### config.mk
export PLATFORM = sky130hd
export DESIGN_NAME = indexed_sequence_store_core
export DESIGN_NICKNAME = d
export VERILOG_FILES = /design/src/iss_pkg.sv /design/src/indexed_sequence_store_core.sv /design/src/iss_ram.sv /design/src/iss_seq.sv
export VERILOG_INCLUDE_DIRS = /design/src /design/src/src
export SDC_FILE = /design/constraint.sdc
export NUM_CORES = 2
export LEC_CHECK = 0
export BUFFER_PORTS_ARGS = -buffer_cell sky130_fd_sc_hd__buf_4
export CAP_MARGIN = 40
export CORE_MARGIN = 2
export CORE_UTILIZATION = 50
export DETAILED_ROUTE_END_ITERATION = 10
export GPL_TIMING_DRIVEN = 0
export PLACE_DENSITY_LB_ADDON = 0.05
export REMOVE_ABC_BUFFERS = 1
export SLEW_MARGIN = 15
export SYNTH_ARGS = -nofsm -noshare
export SYNTH_HDL_FRONTEND = slang
export SYNTH_SLANG_ARGS = --single-unit
### constraint.sdc
create_clock -name clk_i -period 6.2 [get_ports clk_i]
set_clock_uncertainty 0.2 [all_clocks]
set_input_delay 1.24 -clock clk_i [delete_from_list [all_inputs] [get_ports clk_i]]
set_output_delay 1.24 -clock clk_i [all_outputs]
set_load 0.03 [all_outputs]
### src/indexed_sequence_store_core_defines.svh
`ifndef INDEXED_SEQUENCE_STORE_CORE_DEFINES_SVH
`define INDEXED_SEQUENCE_STORE_CORE_DEFINES_SVH

// Same-cycle implication, sampled on clk_i, off during reset.
`define ISS_ASSERT_NOW(lbl, ante, cons, msg) \
  lbl: assert property (@(posedge clk_i) disable iff (!rst_ni) (ante) |-> (cons)) \
    else $error(msg);

// Next-cycle implication, sampled on clk_i, off during reset.
`define ISS_ASSERT_NEXT(lbl, ante, cons, msg) \
  lbl: assert property (@(posedge clk_i) disable iff (!rst_ni) (ante) |=> (cons)) \
    else $error(msg);

`endif

### src/iss_pkg.sv
`timescale 1ns / 1ps

package iss_pkg;

  typedef enum logic [1:0] {
    ACT_INSERT = 2'd0,
    ACT_ERASE  = 2'd1,
    ACT_GET    = 2'd2,
    ACT_SET    = 2'd3
  } action_e;

  typedef enum logic [1:0] {
    ST_DONE  = 2'd0,
    ST_RANGE = 2'd1,
    ST_FULL  = 2'd2
  } status_e;

  localparam int unsigned ValueW  = 32;
  localparam int unsigned LengthW = 7;

  typedef struct packed {
    logic signed [ValueW-1:0] read_value;
    logic [LengthW-1:0]       length;
    status_e                  status;
  } res_t;

endpackage

### src/indexed_sequence_store_core.sv
`timescale 1ns / 1ps
`include "indexed_sequence_store_core_defines.svh"
// channel  | handshake             | payload
// ---------+-----------------------+---------------------------------------------
// in       | in_valid_i/in_ready_o | action_i, position_i, run_length_i, item_value_i
// out      | out_valid_o/out_ready_i | read_value_o, length_o, status_o
//
// One transfer in flight. From input transfer to result in the output register: a set or a
// rejected action goes straight to the result; a get waits for the entry RAM read; insert/erase
// shift entries (up to CAPACITY-1 moves), then write the new entry if inserting and update the length.
// Shifts move one entry per cycle through the single write port of the entry RAM.
// Reset clears the length and returns the sequencer to idle; entry RAM contents are not cleared.
// A stalled output holds the sequencer in its result state; input waits until it drains.

module indexed_sequence_store_core #(
  parameter int unsigned CAPACITY = 64
) (
  input  logic               clk_i,
  input  logic               rst_ni,
  input  logic               in_valid_i,
  output logic               in_ready_o,
  input  logic [1:0]         action_i,
  input  logic [6:0]         position_i,
  input  logic [6:0]         run_length_i,
  input  logic signed [31:0] item_value_i,
  output logic               out_valid_o,
  input  logic               out_ready_i,
  output logic signed [31:0] read_value_o,
  output logic [6:0]         length_o,
  output logic [1:0]         status_o
);

  import iss_pkg::*;

  localparam int unsigned AW = $clog2(CAPACITY);

  logic          res_valid, res_ready;
  res_t          res, out_q;
  logic          out_valid_q;
  logic          ram_we, ram_re;
  logic [AW-1:0] ram_waddr, ram_raddr;
  logic [31:0]   ram_wdata, ram_rdata;

  iss_seq #(
    .CAPACITY(CAPACITY)
  ) u_seq (
    .clk_i        (clk_i),
    .rst_ni       (rst_ni),
    .in_valid_i   (in_valid_i),
    .in_ready_o   (in_ready_o),
    .action_i     (action_e'(action_i)),
    .position_i   (position_i),
    .run_length_i (run_length_i),
    .item_value_i (item_value_i),
    .res_valid_o  (res_valid),
    .res_ready_i  (res_ready),
    .res_o        (res),
    .ram_we_o     (ram_we),
    .ram_waddr_o  (ram_waddr),
    .ram_wdata_o  (ram_wdata),
    .ram_re_o     (ram_re),
    .ram_raddr_o  (ram_raddr),
    .ram_rdata_i  (ram_rdata)
  );

  iss_ram #(
    .Width(32),
    .Depth(CAPACITY)
  ) u_ram (
    .clk_i   (clk_i),
    .we_i    (ram_we),
    .waddr_i (ram_waddr),
    .wdata_i (ram_wdata),
    .re_i    (ram_re),
    .raddr_i (ram_raddr),
    .rdata_o (ram_rdata)
  );

  assign res_ready = !out_valid_q || out_ready_i;

  always_ff @(posedge clk_i or negedge rst_ni) begin
    if (!rst_ni) begin
      out_valid_q <= 1'b0;
    end else if (res_valid && res_ready) begin
      out_valid_q <= 1'b1;
    end else if (out_ready_i) begin
      out_valid_q <= 1'b0;
    end
  end

  always_ff @(posedge clk_i) begin
    if (res_valid && res_ready) begin
      out_q <= res;
    end
  end

  assign out_valid_o  = out_valid_q;
  assign read_value_o = out_q.read_value;
  assign length_o     = out_q.length;
  assign status_o     = out_q.status;

  `ISS_ASSERT_NOW(a_value_only_on_done, out_valid_o && read_value_o != '0, status_o == ST_DONE, "read value on failed action")
  `ISS_ASSERT_NEXT(a_one_in_flight, in_valid_i && in_ready_o, !in_ready_o, "second transfer taken while busy")
  `ISS_ASSERT_NEXT(a_result_held, res_valid && !res_ready, res_valid, "result dropped while output full")

endmodule

### src/iss_ram.sv
`timescale 1ns / 1ps

module iss_ram #(
  parameter int unsigned Width = 32,
  parameter int unsigned Depth = 64,
  localparam int unsigned AddrW = $clog2(Depth)
) (
  input  logic             clk_i,
  input  logic             we_i,
  input  logic [AddrW-1:0] waddr_i,
  input  logic [Width-1:0] wdata_i,
  input  logic             re_i,
  input  logic [AddrW-1:0] raddr_i,
  output logic [Width-1:0] rdata_o
);

  logic [Width-1:0] mem_q [Depth];
  logic [Width-1:0] rdata_q;

  always_ff @(posedge clk_i) begin
    if (we_i) begin
      mem_q[waddr_i] <= wdata_i;
    end
    if (re_i) begin
      rdata_q <= mem_q[raddr_i];
    end
  end

  assign rdata_o = rdata_q;

endmodule

### src/iss_seq.sv
`timescale 1ns / 1ps

module iss_seq #(
  parameter int unsigned CAPACITY = 64,
  localparam int unsigned AW = $clog2(CAPACITY)
) (
  input  logic                clk_i,
  input  logic                rst_ni,
  input  logic                in_valid_i,
  output logic                in_ready_o,
  input  iss_pkg::action_e    action_i,
  input  logic [6:0]          position_i,
  input  logic [6:0]          run_length_i,
  input  logic signed [31:0]  item_value_i,
  output logic                res_valid_o,
  input  logic                res_ready_i,
  output iss_pkg::res_t       res_o,
  output logic                ram_we_o,
  output logic [AW-1:0]       ram_waddr_o,
  output logic [31:0]         ram_wdata_o,
  output logic                ram_re_o,
  output logic [AW-1:0]       ram_raddr_o,
  input  logic [31:0]         ram_rdata_i
);

  import iss_pkg::*;

  localparam int unsigned CW = $clog2(CAPACITY + 1);
  localparam int unsigned XW = (CW > 8) ? CW : 8;

  typedef enum logic [2:0] {
    S_IDLE,
    S_SHIFT,
    S_DRAIN,
    S_GETW,
    S_FIN,
    S_DONE
  } state_e;

  state_e            state_q;
  action_e           act_q;
  status_e           status_q;
  logic [CW-1:0]     cnt_q;
  logic [CW-1:0]     run_q;
  logic [AW-1:0]     pos_q;
  logic [AW-1:0]     src_q;
  logic [AW-1:0]     pdst_q;
  logic              pend_q;
  logic signed [31:0] val_q;
  logic signed [31:0] rdval_q;

  logic [XW-1:0] pos_x, run_x, cnt_x, end_x, cnt_m1;
  logic [AW-1:0] pos_a, last_a;
  status_e       chk;
  logic          acc, ok;

  assign pos_x  = XW'(position_i);
  assign run_x  = XW'(run_length_i);
  assign cnt_x  = XW'(cnt_q);
  assign end_x  = pos_x + run_x;
  assign cnt_m1 = cnt_x - XW'(1);
  assign pos_a  = pos_x[AW-1:0];
  assign last_a = cnt_m1[AW-1:0];

  assign acc = in_valid_i && (state_q == S_IDLE);

  always_comb begin
    chk = ST_DONE;
    unique case (action_i)
      ACT_INSERT: begin
        if (pos_x > cnt_x) begin
          chk = ST_RANGE;
        end else if (cnt_x == XW'(CAPACITY)) begin
          chk = ST_FULL;
        end
      end
      ACT_ERASE: begin
        if (pos_x >= cnt_x || run_x == '0 || end_x > cnt_x) begin
          chk = ST_RANGE;
        end
      end
      default: begin
        if (pos_x >= cnt_x) begin
          chk = ST_RANGE;
        end
      end
    endcase
  end

  assign ok = (chk == ST_DONE);

  always_comb begin
    ram_re_o    = 1'b0;
    ram_raddr_o = src_q;
    ram_we_o    = 1'b0;
    ram_waddr_o = pdst_q;
    ram_wdata_o = ram_rdata_i;
    if (acc && ok && action_i == ACT_GET) begin
      ram_re_o    = 1'b1;
      ram_raddr_o = pos_a;
    end
    if (acc && ok && action_i == ACT_SET) begin
      ram_we_o    = 1'b1;
      ram_waddr_o = pos_a;
      ram_wdata_o = item_value_i;
    end
    if (state_q == S_SHIFT) begin
      ram_re_o = 1'b1;
    end
    if (pend_q) begin
      ram_we_o = 1'b1;
    end
    if (state_q == S_FIN && act_q == ACT_INSERT) begin
      ram_we_o    = 1'b1;
      ram_waddr_o = pos_q;
      ram_wdata_o = val_q;
    end
  end

  always_ff @(posedge clk_i or negedge rst_ni) begin
    if (!rst_ni) begin
      state_q <= S_IDLE;
      cnt_q   <= '0;
      pend_q  <= 1'b0;
    end else begin
      pend_q <= (state_q == S_SHIFT);
      unique case (state_q)
        S_IDLE: begin
          if (in_valid_i) begin
            act_q    <= action_i;
            pos_q    <= pos_a;
            run_q    <= run_x[CW-1:0];
            val_q    <= item_value_i;
            status_q <= chk;
            rdval_q  <= '0;
            if (!ok) begin
              state_q <= S_DONE;
            end else begin
              unique case (action_i)
                ACT_INSERT: begin
                  src_q   <= last_a;
                  state_q <= (pos_x == cnt_x) ? S_FIN : S_SHIFT;
                end
                ACT_ERASE: begin
                  src_q   <= end_x[AW-1:0];
                  state_q <= (end_x == cnt_x) ? S_FIN : S_SHIFT;
                end
                ACT_GET: state_q <= S_GETW;
                default: state_q <= S_DONE;
              endcase
            end
          end
        end
        S_SHIFT: begin
          if (act_q == ACT_INSERT) begin
            pdst_q <= src_q + AW'(1);
            src_q  <= src_q - AW'(1);
            if (src_q == pos_q) begin
              state_q <= S_DRAIN;
            end
          end else begin
            pdst_q <= src_q - run_q[AW-1:0];
            src_q  <= src_q + AW'(1);
            if (src_q == last_a) begin
              state_q <= S_DRAIN;
            end
          end
        end
        S_DRAIN: state_q <= S_FIN;
        S_GETW: begin
          rdval_q <= ram_rdata_i;
          state_q <= S_DONE;
        end
        S_FIN: begin
          cnt_q   <= (act_q == ACT_INSERT) ? cnt_q + CW'(1) : cnt_q - run_q;
          state_q <= S_DONE;
        end
        S_DONE: begin
          if (res_ready_i) begin
            state_q <= S_IDLE;
          end
        end
        default: state_q <= S_IDLE;
      endcase
    end
  end

  assign in_ready_o        = (state_q == S_IDLE);
  assign res_valid_o       = (state_q == S_DONE);
  assign res_o.read_value  = rdval_q;
  assign res_o.length      = cnt_x[LengthW-1:0];
  assign res_o.status      = status_q;

endmodule
==> impl_results.md <==
- Status: finished, final reports clean
- Final ANT Viol Nets: 0
- Synth warnings: 0
- Post-synthesis sequential element count: 2226
- Avg Synthesized Cell Area: ~16 sq um
- Critical path's most frequent cell: buf_4
- Initial antenna violation count: 8
- Leakage power: around 37 nW
- Netlist Area Pre-Place: between 0.08 and 0.09 sq mm
- Slowest stage cell, crit path: o2111ai_2
- Crit path max fanout: roughly 60
- Hold Fails Final Rpt: 0
- # port buffers: 94
- Crit. End Element: register
- Worst Hold Class: register to register
- Cell Pwr Density: between 400 and 500 mW/mm^2
- CTS H-tree lvls: 4
- Post-Layout Cell Count: between 8000 and 9000
- Crit start category: primary input
- Area growth syn-to-layout: 20.58%
- Final Power: ~48 mW
- Fmax: 161.7 MHz
- Vias per cell: between 6 and 7
- Netlist cell types: between 60 and 70
- Largest delay share family, worst path: compound AO/OA/AOI/OAI gates
- Syn Inst Count: 5479
- Largest net degree at the start of global routing: between 60 and 70
- Final period demand of the worst path: 6.185 ns
- Die Ht: roughly 430 um
- Post-synth top flop: edfxtp_1
- Vias in the first global route: 50045
- Clock Path Buffers: 3
- Pin slew with the least headroom to its limit: a little over 1 ns
- Total clock buffers created by CTS: 225
- Total Wirelength: approximately 270000 um
- Highest ir drop seen on vdd: approximately 0.32 mV
- Fin worst setup slack: between 0.015 and 0.02 ns
- Core ar.: between 0.15 and 0.2 sq mm
- Pins Over Slew Limit: 0
- Total GRT Usage: 0.2970
- Remaining DRCs: 0
- Root buf cell: clkbuf_16
- GPL Wtd Cong: 0.8534
- CP required: between 6 and 7 ns
- Max-cap violations: 0
- Bufs and invs on worst path: 9
- Crit share post-route: 0.9975
- RSZ-0062 raised after global routing: no
- GRT overflow: 0
- Seq/Total Area, Yosys: 0.7533
- Post-Place Cells: about 8000
- Die W: between 400 and 500 um
- Hold Slack: roughly 0.21 ns
- 1st-iter DRT viols: 6195
- Slew margin rel.: 0.3030
- Worst-skew pair later-pin latency: 0.86 ns
- Starting Density: 0.5034
- Post-layout net count: about 6000
- Filler Cell Count: between 10000 and 15000
- Largest stage delay, worst path: about 0.68 ns
- Io pins: 95
- Arr. time, crit path: ~6.6 ns
- Clock Sinks: ~2200
- Layout cells sized above 1: 0.1748
- EDFF count, synth: 2214
- Drt first pass iters: 7
- CTS tree: yes
- Critical path type: primary input to register
- CTS clk-pin slew, worst paths: 0.06 ns
- Final HPWL DP: 175400 um
- Pre-CTS WS: -2.094 ns
- # rows: 154
- Vias: roughly 52000
- First-pass GRT wire length: 378300 um
- Final setup vio count: 0
- Post-synthesis async set-or-reset flop share: 0.005391
- Crit path cell chain: buf_4 -> inv_1 -> ha_1 -> nand2b_1 -> a211oi_1 -> o211ai_1 -> buf_4 -> buf_4 -> buf_4 -> buf_4 -> buf_4 -> a21o_4 -> buf_16 -> buf_16 -> nor3_4 -> a31oi_1 -> o2111ai_2 -> nand2_1 -> and3_1
- DIE AREA: 0.1807 sq mm
- Post-detailed-route wirelength per cell: about 32 um
- Final setup TNS: 0 ns
==> Yosys cell counts, drive strengths merged, types with 4 or more instances <==
library cell | count | area, sq um
nand2 | 419 | 1573
o2111ai | 16 | 140.1
a21oi | 58 | 290.3
o21bai | 4 | 30.03
a221oi | 54 | 473.0
nand2b | 13 | 81.33
nor2 | 135 | 506.7
and2 | 33 | 206.5
a22oi | 8 | 60.06
nand3b | 13 | 97.59
dfrtp | 12 | 300.3
ha | 36 | 450.4
nor4 | 74 | 469.2
clkbuf | 170 | 638.1
o31ai | 6 | 45.04
o22ai | 257 | 1608
nand3 | 58 | 290.3
mux2i | 718 | 7187
xnor2 | 26 | 227.7
or2 | 4 | 25.02
a311oi | 27 | 236.5
a32oi | 58 | 508.0
inv | 182 | 683.2
or3 | 8 | 50.05
nand4 | 54 | 337.8
or3b | 4 | 35.04
o21ai | 117 | 585.6
nor3 | 20 | 100.1
o21a | 28 | 210.2
nor2b | 6 | 37.54
edfxtp | 2214 | 66480
a2bb2oi | 28 | 245.2
mux2 | 39 | 439.2
a21o | 12 | 90.09
xor2 | 19 | 166.4
a211oi | 307 | 2305
and3 | 12 | 75.07
a31oi | 33 | 206.5
buf | 166 | 822.0
==> cell type report <==
class | instances | area, sq um | share of cell area
multi-input cells | 2736 | 21390 | 0.2001
flip-flops and latches | 2226 | 66790 | 0.6248
repair buffers | 502 | 7971 | 0.07457
diodes | 3 | 7.507 | 0.00007023
well taps | 2340 | 2928 | 0.02739
clock buffers | 276 | 5886 | 0.05506
inverters | 182 | 685.7 | 0.006414
clock inverters | 142 | 1237 | 0.01158
==> final timing paths <==
| check | startpoint | endpoint | slack (ns) | cells after the start |
|---|---|---|---|---|
| worst max register to register | u_seq.cnt_q[0] | u_ram.rdata_o[19] | 0.04 | 17 |
| worst max-delay path | position_i[0] | u_ram.rdata_o[19] | 0.02 | 19 |
| max in group asynchronous | rst_ni | u_seq.cnt_q[5] | 4.97 | 2 |
| min in group asynchronous | rst_ni | u_seq.cnt_q[2] | 0.60 | 2 |
| worst min-delay path | u_seq.rdval_q[24] | read_value_o[24] | 0.21 | 0 |
| worst min register to register | u_seq.rdval_q[24] | read_value_o[24] | 0.21 | 0 |
==> through the flow <==
step | utilization | instance area, sq um
after floorplan | - | 87190
after global placement | 0.5157 | 90830
after detailed placement | 0.5626 | 99090
after CTS | 0.6055 | 106600
after global routing | 0.6069 | 106900
final | 0.6070 | 106900
==> cells in the final DEF (no fill, tap or decap), types with 14 or more instances in the layout <==
| master | synthesis | routed |
|---|---|---|
| edfxtp_1 | 2214 | 2214 |
| mux2i_1 | 718 | 705 |
| nand2_1 | 419 | 412 |
| a211oi_1 | 307 | 307 |
| o22ai_1 | 257 | 256 |
| clkbuf_16 | 0 | 230 |
| inv_1 | 182 | 181 |
| buf_4 | 11 | 173 |
| buf_12 | 0 | 118 |
| buf_16 | 0 | 106 |
| o21ai_0 | 117 | 82 |
| nor2_4 | 0 | 69 |
| clkinv_1 | 0 | 60 |
| nor2_1 | 135 | 58 |
| nand3_1 | 58 | 58 |
| a32oi_1 | 58 | 58 |
| a21oi_1 | 58 | 54 |
| nand4_1 | 54 | 54 |
| a221oi_1 | 54 | 54 |
| clkbuf_1 | 170 | 48 |
| buf_6 | 0 | 47 |
| clkinv_2 | 0 | 42 |
| mux2_2 | 39 | 38 |
| nor4_2 | 1 | 37 |
| ha_1 | 36 | 36 |
| a31oi_1 | 33 | 33 |
| and2_1 | 33 | 33 |
| o21ai_4 | 0 | 32 |
| o21a_1 | 28 | 28 |
| a2bb2oi_1 | 28 | 28 |
| nor4_1 | 73 | 27 |
| a311oi_1 | 27 | 27 |
| xnor2_1 | 26 | 26 |
| buf_8 | 0 | 25 |
| bufinv_16 | 0 | 20 |
| xor2_1 | 19 | 19 |
| nor3_1 | 20 | 18 |
| buf_2 | 126 | 15 |
| o2111ai_1 | 16 | 14 |
==> flip-flops by register name (all words and copies together) (netlist names), 2 cells and up <==
name	cells
status_o	2
u_seq.src_q	6
length_o	7
u_ram.rdata_o	32
u_seq.val_q	32
u_seq.run_q	7
u_ram.mem_q	2048
u_seq.act_q	2
u_seq.cnt_q	7
u_seq.rdval_q	32
u_seq.pdst_q	6
u_seq.status_q	2
u_seq.pos_q	6
read_value_o	32
u_seq.state_q	3
==> layer usage <==
metal	vias up	global-route usage	routed length, um
li1	22576	-	-
met1	27140	0.4173	113300
met2	2106	0.4720	128100
met3	427	0.04355	18240
met4	6	0.1128	10520
met5	-	0	48
==> where the power goes <==
group	leakage, nW	switching [mW]	internal (mW)	total, mW
clock	3.48	5.71	7.54	13.3
combinational	13.0	9.86	5.05	14.9
sequential	20.1	0.339	19.7	20.1
==> kinds of logic after synthesis <==
family / synth area share
compound gates: 0.08189
buf+inv: 0.02418
mux: 0.08602
flops: 0.7533
simple gates: 0.04440
fa+ha+maj: 0.005758
xor+xnor: 0.004446
==> repair_timing <==
action                                  in CTS  in global routing
gates resized for setup                     14                  7
hold endpoints to repair                     6                  0
pin swaps                                    4                  3
buffers inserted                             4                  6
hold buffers                                 1                  0
endpoints found under the setup margin      32                 25
cloned                                      10                  2
(Power assumes the default switching activity.)
